File: src/hdl/rld_pkg.sv
// ----------------------------------------------------------------------------
// rld_pkg
// Shared types, register indexes and helpers of the Targa RLE line decoder.
// ----------------------------------------------------------------------------
`default_nettype none

package rld_pkg;

  // Register index, taken from paddr[2] (registers lie at byte addresses 0 and 4).
  localparam logic REG_LINE_WIDTH      = 1'b0;
  localparam logic REG_BYTES_PER_PIXEL = 1'b1;

  localparam logic [15:0] LINE_WIDTH_RESET      = 16'd1;
  localparam logic [2:0]  BYTES_PER_PIXEL_RESET = 3'd4;

  localparam logic [7:0] CTRL_LEN_MASK = 8'h7f;
  localparam logic [7:0] CTRL_RUN_BIT  = 8'h80;

  typedef struct packed {
    logic [15:0] line_width;
    logic [2:0]  bytes_per_pixel;
  } rld_cfg_t;

  typedef struct packed {
    logic        error_flag;
    logic        line_end;
    logic [7:0]  repeat_count;
    logic [31:0] pixel_value;
  } rld_result_t;

  // Effective pixel size: zero acts as one, anything above the maximum is clamped.
  function automatic logic [2:0] rld_pixel_bytes(input logic [2:0] bpp,
                                                 input logic [2:0] max_bytes);
    logic [2:0] b;
    b = bpp;
    if (b == 3'd0) begin
      b = 3'd1;
    end
    if (b > max_bytes) begin
      b = max_bytes;
    end
    return b;
  endfunction

endpackage

`default_nettype wire

File: src/hdl/rld_cfg_regs.sv
// ----------------------------------------------------------------------------
// rld_cfg_regs
// APB-style register file holding line width and bytes per pixel.
// ----------------------------------------------------------------------------
`default_nettype none

module rld_cfg_regs
  import rld_pkg::*;
(
  input  wire logic        clk_i,
  input  wire logic        rst_ni,
  input  wire logic        psel,
  input  wire logic        penable,
  input  wire logic        pwrite,
  input  wire logic [2:0]  paddr,
  input  wire logic [31:0] pwdata,
  output logic      [31:0] prdata,
  output logic             pready,
  output rld_cfg_t         cfg_o
);

  logic [15:0] line_width_q;
  logic [2:0]  bpp_q;
  logic        wr_en;

  assign pready = 1'b1;
  assign wr_en  = psel & penable & pwrite & pready;

  always_ff @(posedge clk_i or negedge rst_ni) begin
    if (!rst_ni) begin
      line_width_q <= LINE_WIDTH_RESET;
      bpp_q        <= BYTES_PER_PIXEL_RESET;
    end else if (wr_en) begin
      unique case (paddr[2])
        REG_LINE_WIDTH:      line_width_q <= pwdata[15:0];
        REG_BYTES_PER_PIXEL: bpp_q        <= pwdata[2:0];
        default:             line_width_q <= line_width_q;
      endcase
    end
  end

  always_comb begin
    unique case (paddr[2])
      REG_LINE_WIDTH:      prdata = {16'd0, line_width_q};
      REG_BYTES_PER_PIXEL: prdata = {29'd0, bpp_q};
      default:             prdata = 32'd0;
    endcase
  end

  assign cfg_o.line_width      = line_width_q;
  assign cfg_o.bytes_per_pixel = bpp_q;

endmodule

`default_nettype wire

File: src/hdl/rld_parser.sv
// ----------------------------------------------------------------------------
// rld_parser
// Packet and line state of the decoder; turns one stream byte into at most
// one result per cycle.
// ----------------------------------------------------------------------------
`default_nettype none

module rld_parser
  import rld_pkg::*;
#(
  parameter int MaxBytesPerPixel = 4
) (
  input  wire logic        clk_i,
  input  wire logic        rst_ni,
  input  wire rld_cfg_t    cfg_i,
  input  wire logic        accept_i,
  input  wire logic [7:0]  data_byte_i,
  input  wire logic        restart_i,
  output logic             res_valid_o,
  output rld_result_t      res_o
);

  localparam int AsmW = 8 * MaxBytesPerPixel;

  logic            ec_q, ec_d, cur_ec;
  logic            run_q, run_d, cur_run;
  logic [7:0]      left_q, left_d, cur_left;
  logic [7:0]      plen_q, plen_d, cur_plen;
  logic [AsmW-1:0] asm_q, asm_d, cur_asm, asm_new;
  logic [1:0]      pos_q, pos_d, cur_pos;
  logic [16:0]     lcnt_q, lcnt_d, cur_lcnt;
  logic            err_q, err_d, cur_err;

  logic [7:0]  len;
  logic [16:0] sum;
  logic [2:0]  pos_n;
  logic [2:0]  pb;
  logic [7:0]  left_n;

  assign pb = rld_pixel_bytes(cfg_i.bytes_per_pixel, 3'(MaxBytesPerPixel));

  always_comb begin
    // A restart clears the line state before the byte is looked at.
    if (restart_i) begin
      cur_ec   = 1'b1;
      cur_run  = 1'b0;
      cur_left = '0;
      cur_plen = '0;
      cur_asm  = '0;
      cur_pos  = '0;
      cur_lcnt = '0;
      cur_err  = 1'b0;
    end else begin
      cur_ec   = ec_q;
      cur_run  = run_q;
      cur_left = left_q;
      cur_plen = plen_q;
      cur_asm  = asm_q;
      cur_pos  = pos_q;
      cur_lcnt = lcnt_q;
      cur_err  = err_q;
    end

    len   = {1'b0, data_byte_i[6:0] & CTRL_LEN_MASK[6:0]} + 8'd1;
    sum   = cur_lcnt + 17'(len);
    pos_n = {1'b0, cur_pos} + 3'd1;
    for (int k = 0; k < MaxBytesPerPixel; k++) begin
      asm_new[8*k +: 8] = cur_asm[8*k +: 8] | ((cur_pos == 2'(k)) ? data_byte_i : 8'd0);
    end
    left_n = (cur_left != 8'd0) ? cur_left - 8'd1 : 8'd0;

    ec_d   = ec_q;
    run_d  = run_q;
    left_d = left_q;
    plen_d = plen_q;
    asm_d  = asm_q;
    pos_d  = pos_q;
    lcnt_d = lcnt_q;
    err_d  = err_q;
    res_valid_o = 1'b0;
    res_o       = '0;

    if (accept_i) begin
      ec_d   = cur_ec;
      run_d  = cur_run;
      left_d = cur_left;
      plen_d = cur_plen;
      asm_d  = cur_asm;
      pos_d  = cur_pos;
      lcnt_d = cur_lcnt;
      err_d  = cur_err;
      if (!cur_err) begin
        if (cur_ec) begin
          if (sum > {1'b0, cfg_i.line_width}) begin
            // Packet overruns the line: one error result, then stay silent.
            err_d             = 1'b1;
            res_valid_o       = 1'b1;
            res_o.error_flag  = 1'b1;
          end else begin
            lcnt_d = sum;
            run_d  = |(data_byte_i & CTRL_RUN_BIT);
            plen_d = len;
            left_d = (|(data_byte_i & CTRL_RUN_BIT)) ? 8'd1 : len;
            asm_d  = '0;
            pos_d  = '0;
            ec_d   = 1'b0;
          end
        end else if (pos_n < pb) begin
          asm_d = asm_new;
          pos_d = pos_n[1:0];
        end else begin
          res_valid_o        = 1'b1;
          res_o.pixel_value  = 32'(asm_new);
          res_o.repeat_count = cur_run ? cur_plen : 8'd1;
          asm_d  = '0;
          pos_d  = '0;
          left_d = left_n;
          if (left_n == 8'd0) begin
            ec_d = 1'b1;
            if (cur_lcnt == {1'b0, cfg_i.line_width}) begin
              res_o.line_end = 1'b1;
              lcnt_d         = '0;
            end
          end
        end
      end
    end
  end

  always_ff @(posedge clk_i or negedge rst_ni) begin
    if (!rst_ni) begin
      ec_q   <= 1'b1;
      run_q  <= 1'b0;
      left_q <= '0;
      plen_q <= '0;
      asm_q  <= '0;
      pos_q  <= '0;
      lcnt_q <= '0;
      err_q  <= 1'b0;
    end else begin
      ec_q   <= ec_d;
      run_q  <= run_d;
      left_q <= left_d;
      plen_q <= plen_d;
      asm_q  <= asm_d;
      pos_q  <= pos_d;
      lcnt_q <= lcnt_d;
      err_q  <= err_d;
    end
  end

  // Once an overrun is seen, only a restart leaves the error state.
  assert property (@(posedge clk_i) disable iff (!rst_ni)
    err_q && !(accept_i && restart_i) |=> err_q)
    else $error("error state left without restart");

  // No result comes out while the error state holds.
  assert property (@(posedge clk_i) disable iff (!rst_ni)
    err_q && !restart_i |-> !res_valid_o)
    else $error("result produced in error state");

  // A completed line resets the pixel count and awaits a control byte.
  assert property (@(posedge clk_i) disable iff (!rst_ni)
    res_valid_o && res_o.line_end |=> (lcnt_q == 17'd0) && ec_q)
    else $error("line end did not restart the line");

endmodule

`default_nettype wire

File: src/hdl/rld_out_fifo.sv
// ----------------------------------------------------------------------------
// rld_out_fifo
// Two-entry result buffer; the head entry drives the output stream.
// ----------------------------------------------------------------------------
`default_nettype none

module rld_out_fifo
  import rld_pkg::*;
(
  input  wire logic        clk_i,
  input  wire logic        rst_ni,
  input  wire logic        push_i,
  input  wire rld_result_t push_data_i,
  input  wire logic        pop_ready_i,
  output logic             head_valid_o,
  output rld_result_t      head_o,
  output logic             full_o
);

  logic        v0_q, v0_d, v1_q, v1_d;
  rld_result_t r0_q, r0_d, r1_q, r1_d;
  logic        pop;

  assign pop          = v0_q & pop_ready_i;
  assign head_valid_o = v0_q;
  assign head_o       = r0_q;
  assign full_o       = v1_q;

  always_comb begin
    v0_d = v0_q;
    v1_d = v1_q;
    r0_d = r0_q;
    r1_d = r1_q;
    if (pop) begin
      v0_d = v1_q;
      r0_d = r1_q;
      v1_d = 1'b0;
    end
    if (push_i) begin
      if (!v0_d) begin
        v0_d = 1'b1;
        r0_d = push_data_i;
      end else begin
        v1_d = 1'b1;
        r1_d = push_data_i;
      end
    end
  end

  always_ff @(posedge clk_i or negedge rst_ni) begin
    if (!rst_ni) begin
      v0_q <= 1'b0;
      v1_q <= 1'b0;
    end else begin
      v0_q <= v0_d;
      v1_q <= v1_d;
    end
  end

  always_ff @(posedge clk_i) begin
    r0_q <= r0_d;
    r1_q <= r1_d;
  end

  // The second entry is only ever occupied behind the head.
  assert property (@(posedge clk_i) disable iff (!rst_ni) v1_q |-> v0_q)
    else $error("second entry valid with empty head");

  // No push may arrive while both entries hold results.
  assert property (@(posedge clk_i) disable iff (!rst_ni) push_i |-> !v1_q)
    else $error("push into full buffer");

endmodule

`default_nettype wire

File: src/hdl/tga_rle_line_decoder_unit.sv
// ----------------------------------------------------------------------------
// tga_rle_line_decoder_unit
// Targa RLE line decoder: parses the compressed byte stream into run and raw
// pixels with repeat counts, checking each packet against the line width.
// ----------------------------------------------------------------------------
//
//  Channel  | Direction | Handshake             | Content
//  ---------+-----------+-----------------------+------------------------------
//  s_axis   | in        | tvalid/tready         | tdata: data_byte; tuser: restart
//  m_axis   | out       | tvalid/tready         | tdata: pixel_value, repeat_count;
//           |           |                       | tlast: line_end; tuser: error_flag
//  APB      | in/out    | psel/penable, pready  | line_width @0x0, bytes_per_pixel @0x4
//
// One stream byte is accepted per cycle while s_axis_tready_o is high; its result,
// if any, comes combinationally from the parser and is registered in the output
// buffer, whose head entry drives m_axis.
// s_axis_tready_o drops only while two results wait in the output buffer,
// so a stalled consumer can hold back at most two results before input stops.
// Reset is asynchronous and active low; it restores the register defaults
// (width 1, four bytes per pixel) and leaves the decoder awaiting a control byte.
// Bytes sent with restart set clear the line and error state first.
// ----------------------------------------------------------------------------
`default_nettype none

module tga_rle_line_decoder_unit
  import rld_pkg::*;
#(
  parameter int MaxBytesPerPixel = 4
) (
  input  wire logic        clk_i,
  input  wire logic        rst_ni,
  // Input stream.
  input  wire logic        s_axis_tvalid_i,
  output logic             s_axis_tready_o,
  input  wire logic [7:0]  s_axis_tdata_i,   // [7:0] data_byte
  input  wire logic [0:0]  s_axis_tuser_i,   // [0] restart
  // Result stream.
  output logic             m_axis_tvalid_o,
  input  wire logic        m_axis_tready_i,
  output logic [39:0]      m_axis_tdata_o,   // [31:0] pixel_value, [39:32] repeat_count
  output logic             m_axis_tlast_o,   // line_end
  output logic [0:0]       m_axis_tuser_o,   // [0] error_flag
  // Configuration port.
  input  wire logic        psel,
  input  wire logic        penable,
  input  wire logic        pwrite,
  input  wire logic [2:0]  paddr,
  input  wire logic [31:0] pwdata,
  output logic      [31:0] prdata,
  output logic             pready
);

  rld_cfg_t    cfg;
  rld_result_t res;
  rld_result_t head;
  logic        res_valid;
  logic        fifo_full;
  logic        in_accept;

  assign s_axis_tready_o = !fifo_full;
  assign in_accept       = s_axis_tvalid_i & s_axis_tready_o;

  rld_cfg_regs u_cfg (
    .clk_i   (clk_i),
    .rst_ni  (rst_ni),
    .psel    (psel),
    .penable (penable),
    .pwrite  (pwrite),
    .paddr   (paddr),
    .pwdata  (pwdata),
    .prdata  (prdata),
    .pready  (pready),
    .cfg_o   (cfg)
  );

  rld_parser #(
    .MaxBytesPerPixel (MaxBytesPerPixel)
  ) u_parser (
    .clk_i       (clk_i),
    .rst_ni      (rst_ni),
    .cfg_i       (cfg),
    .accept_i    (in_accept),
    .data_byte_i (s_axis_tdata_i),
    .restart_i   (s_axis_tuser_i[0]),
    .res_valid_o (res_valid),
    .res_o       (res)
  );

  rld_out_fifo u_out (
    .clk_i        (clk_i),
    .rst_ni       (rst_ni),
    .push_i       (res_valid),
    .push_data_i  (res),
    .pop_ready_i  (m_axis_tready_i),
    .head_valid_o (m_axis_tvalid_o),
    .head_o       (head),
    .full_o       (fifo_full)
  );

  assign m_axis_tdata_o    = {head.repeat_count, head.pixel_value};
  assign m_axis_tlast_o    = head.line_end;
  assign m_axis_tuser_o[0] = head.error_flag;

endmodule

`default_nettype wire

File: config.mk
export PLATFORM = sky130hd
export DESIGN_NAME = tga_rle_line_decoder_unit
export DESIGN_NICKNAME = d
export VERILOG_FILES = /design/src/hdl/rld_pkg.sv /design/src/hdl/rld_cfg_regs.sv /design/src/hdl/rld_parser.sv /design/src/hdl/rld_out_fifo.sv /design/src/hdl/tga_rle_line_decoder_unit.sv
export SDC_FILE = /design/constraint.sdc
export NUM_CORES = 1
export LEC_CHECK = 0
export BUFFER_PORTS_ARGS = -buffer_cell sky130_fd_sc_hd__clkbuf_2
export CAP_MARGIN = 5
export CORE_UTILIZATION = 60
export CTS_BUF_LIST = sky130_fd_sc_hd__clkbuf_8 sky130_fd_sc_hd__clkbuf_16
export DETAILED_ROUTE_END_ITERATION = 8
export HOLD_SLACK_MARGIN = 0.15
export PLACE_DENSITY = 0.94
export SLEW_MARGIN = 20
export SYNTH_ARGS = -nofsm -noshare
export SYNTH_HDL_FRONTEND = slang
export SYNTH_SLANG_ARGS = --single-unit
File: constraint.sdc
create_clock -name clk_i -period 15.7 [get_ports clk_i]
set_input_delay 0.785 -clock clk_i [delete_from_list [all_inputs] [get_ports clk_i]]
set_output_delay 0.785 -clock clk_i [all_outputs]
set_load 0.01 [all_outputs]
==> metrics.md <==
| Metric | Value |
|---|---|
| Required time worst endpoint | `15.77 ns` |
| Least-Margin Pin Slew | `1.08 ns` |
| Area Overhead vs Synth | `11.5%` |
| Worst Reg-to-Reg Cells | `18` |
| Avg Cell Area, Syn | `10.3 um2` |
| VDD IR-drop max | `0.112 mV` |
| Slew margin rel. | `28.2%` |
| Post-synthesis async set-or-reset flop share | `52.0%` |
| FF-to-FF Start | `u_parser.lcnt_q[1]` |
| First-pass iteration count of the detailed router | `9` |
| Setup Skew | `0.0145 ns` |
| Vias in the first global route | `7337` |
| Reg power frac | `39.7%` |
| Slowest Stage Delay on Critical Path | `0.57 ns` |
| Final wirelength | `23.4 mm` |
| Initial DRC count | `900` |
| Wire length per cell | `20.5 um` |
| Hold Path Class | `input pin to async pin` |
| Final setup fails | `0` |
| Core footprint | `0.0147 mm2` |
| Grt ovf | `0` |
| P_leak | `4.64 nW` |
| Initial antenna violation count | `0` |
| Final slew viol count | `0` |
| Via count | `7471` |
| Top area cells in the synthesized netlist | `dfrtp_1, edfxtp_1, dfxtp_1, a22o_1, ha_1` |
| Cell Area, Synth | `0.00913 mm2` |
| Clock latency at the later pin of the worst-skew pair | `0.44 ns` |
| Share of post-route cells with drive strength above 1 | `19.2%` |
| # resized after CTS | `0` |
| CTS clk-pin slew, worst paths | `0.07 ns` |
| Fin Setup TNS | `0 ns` |
| CP Capture Type | `register` |
| Internal | `0.00106 W` |
| Most instantiated library cell after synthesis | `dfrtp_1` |
| Worst-path maximum fanout | `35` |
| Switching portion of total power | `37.2%` |
| Sequential share of the synthesized area | `48.0%` |
| CTS tree | `done` |
| WP data arrival | `6.80 ns` |
| Comb power frac | `34.1%` |
| Status | `finished with violations` |
| Die ar. | `0.0157 mm2` |
| Clk sinks | `175` |
| FILL cells | `1024` |
| Critical Path, Cell by Cell | `clkbuf_2, ha_1, nand2_1, or2_2, xor2_1, inv_1, ha_1, nand2_1, o21ai_0, nor2_1, nor4_2, nand3_1, xor2_1, nor2_1, ha_1, nand3_1, or2_2, o221ai_2, a22oi_4, or2_1, and2_1, nor3_2, buf_4` |
| Psw | `0.000627 W` |
| Cell Pwr Density | `166 mW/mm2` |
| Failing checks | `DRC` |
| I/O Pins | `128` |
| First-pass GRT wire length | `37.5 mm` |
| Yosys cell types | `77` |
| CTS buffer count | `17` |
| Fmax | `0.149 GHz` |
| Overall Power | `0.00168 W` |
| Row count | `44` |
| DP Area | `0.00956 mm2` |
| Dominant synthesized flop cell | `dfrtp_1` |
| GP Congestion | `0.923` |
| Crit path top cell by count | `ha_1` |
| Post-synth EDFFs | `42` |
| Cell count after synthesis | `884` |
| Die width | `125 um` |
| FF-to-FF End | `u_out.r1_q[17]` |
| Largest net degree at the start of global routing | `53` |
| Area leader, netlist | `dfrtp_1` |
| Yosys top cell area share | `24.1%` |
| Root Buffer | `clkbuf_16` |
| DP HPWL | `15.1 mm` |
| # diodes | `0` |
| Register area | `0.00438 mm2` |
| Number of max-cap violations | `0` |
| Initial core utilization | `62.1%` |
| Worst slack at placement | `8.76 ns` |
| Final Cell Area | `0.0102 mm2` |
| # DRC | `7` |
| Clk buf depth | `2` |
| Post-route ant nets | `0` |
| Post-route minimum period | `6.72 ns` |
| Port bufs | `92` |
| Global Route Usage Sum | `30.5%` |
| # nets final | `1030` |
| Period utilisation layout | `42.8%` |
| Final hold vios | `0` |
| Post-CTS setup buffer count | `0` |
| Syn. warnings | `0` |
| #FFs+latches synth | `175` |
| Vias per cell | `6.54` |
| Multi-input gate area | `0.00428 mm2` |
| Htree depth | `4` |
| Clock power share | `26.2%` |
| Die H | `125 um` |
| Worst Setup Start Kind | `input pin` |
| Reg2reg setup slack | `9.99 ns` |
| Commonest cells in the netlist | `dfrtp_1, nor2_1, a21oi_1` |
| Worst path slowest cell | `buf_4` |
| RSZ-0062 raised after global routing | `false` |
| Crit Path Class | `input pin to register` |
| Hold-fix buffer count after cts | `0` |
| Slack of the critical path | `8.98 ns` |
## cells in the final DEF (no fill, tap or decap), types with 6 or more instances in the layout
cell type   n
a21o_1     10
a21oi_1    60
a22o_1     58
a31oi_1     6
and2_1      8
and3_1     11
buf_4      11
clkbuf_16  17
clkbuf_2   91
conb_1     17
dfrtp_1    88
dfxtp_1    42
edfxtp_1   42
ha_1       33
inv_1      34
mux2_2     22
mux2i_1    36
nand2_1    47
nand2b_1    6
nand3_1    19
nand4_1    10
nor2_1     85
nor2b_1    17
nor3_1      8
o21ai_0    16
o21ai_1     7
o22ai_1    39
xnor2_1    15
xor2_1      9
## cell families after synthesis
family                     after synthesis  synth area share (%)
adders and majority gates               34                  4.74
xor gates and xnor gates                25                  2.48
buffers and inverters                  109                  5.91
other                                    2                0.0823
muxes                                   58                  6.66
and+or+nand+nor                        243                  13.4
AOI/OAI and AO/OA                      238                  18.7
DFF                                    175                  48.0
## sequential cells by signal, indices dropped and copies added, names as in the netlist, 2 cells and up
register	count
u_parser.plen_q	8
u_out.r1_q	42
u_parser.pos_q	2
u_out.head_o	42
u_parser.left_q	8
u_parser.asm_q	32
u_cfg.bpp_q	3
u_cfg.line_width_q	16
u_parser.lcnt_q	17
## area by class of cell
cell class / instances / area share, %
repair buffers: 102 / 5.29
multi-input cells: 615 / 42.0
inverters: 34 / 1.25
clock inverters: 15 / 1.89
clock buffers: 17 / 4.18
flip-flops and latches: 175 / 43.1
well taps: 184 / 2.26
## power by group through the flow
stage / logic (W) / registers (W) / clock network (W)
6_report: 0.000574 / 0.000669 / 0.000441
5_1_grt: 0.000623 / 0.000680 / 0.000464
4_1_cts: 0.000565 / 0.000666 / 0.000442
3_5_place_dp: 0.000556 / 0.000674 / 0
3_3_place_gp: 0.000533 / 0.000668 / 0
2_1_floorplan: 0.000392 / 0.000666 / 0
## critical path, delay by kind of cell
kind,cells,cell delay (ns)
buf+inv,3,1.07
xor+xnor,2,0.41
fa+ha+maj,3,0.94
compound gates,3,0.70
simple gates,12,2.83
## routing by layer
| metal | wire length (um) | track usage (%) |
|---|---|---|
| met1 | 9460 | 39.6 |
| met2 | 11300 | 49.9 |
| met3 | 2130 | 6.33 |
| met4 | 506 | 13.1 |
| met5 | 0 | 0 |
## metrics by stage
| stage | utilization (%) | instances | hold slack, ns |
|---|---|---|---|
| 6_report | 69.2 | 1142 | 0.335 |
| 5_1_grt | 69.2 | 1142 | 0.375 |
| 4_1_cts | 69.2 | 1142 | 0.354 |
| 3_5_place_dp | 65.0 | 1110 | 0.492 |
| 3_3_place_gp | 65.0 | 1110 | 0.481 |
| 2_1_floorplan | - | 899 | 0.464 |
## worst max-delay path by stage
stage / start / end / slack [ns] / cells after the start
after floorplan: s_axis_tuser_i / u_out.r1_q[0] / 7.47 / 22
after global placement: s_axis_tdata_i[0] / u_out.r1_q[17] / 8.83 / 23
after detailed placement: s_axis_tdata_i[0] / u_out.r1_q[16] / 8.76 / 23
after CTS: s_axis_tdata_i[0] / u_out.r1_q[16] / 9.11 / 23
after global routing: s_axis_tdata_i[0] / u_out.r1_q[18] / 8.65 / 23
final: s_axis_tdata_i[0] / u_out.r1_q[17] / 8.98 / 23
Note: power is estimated with default switching activity, not from simulation.
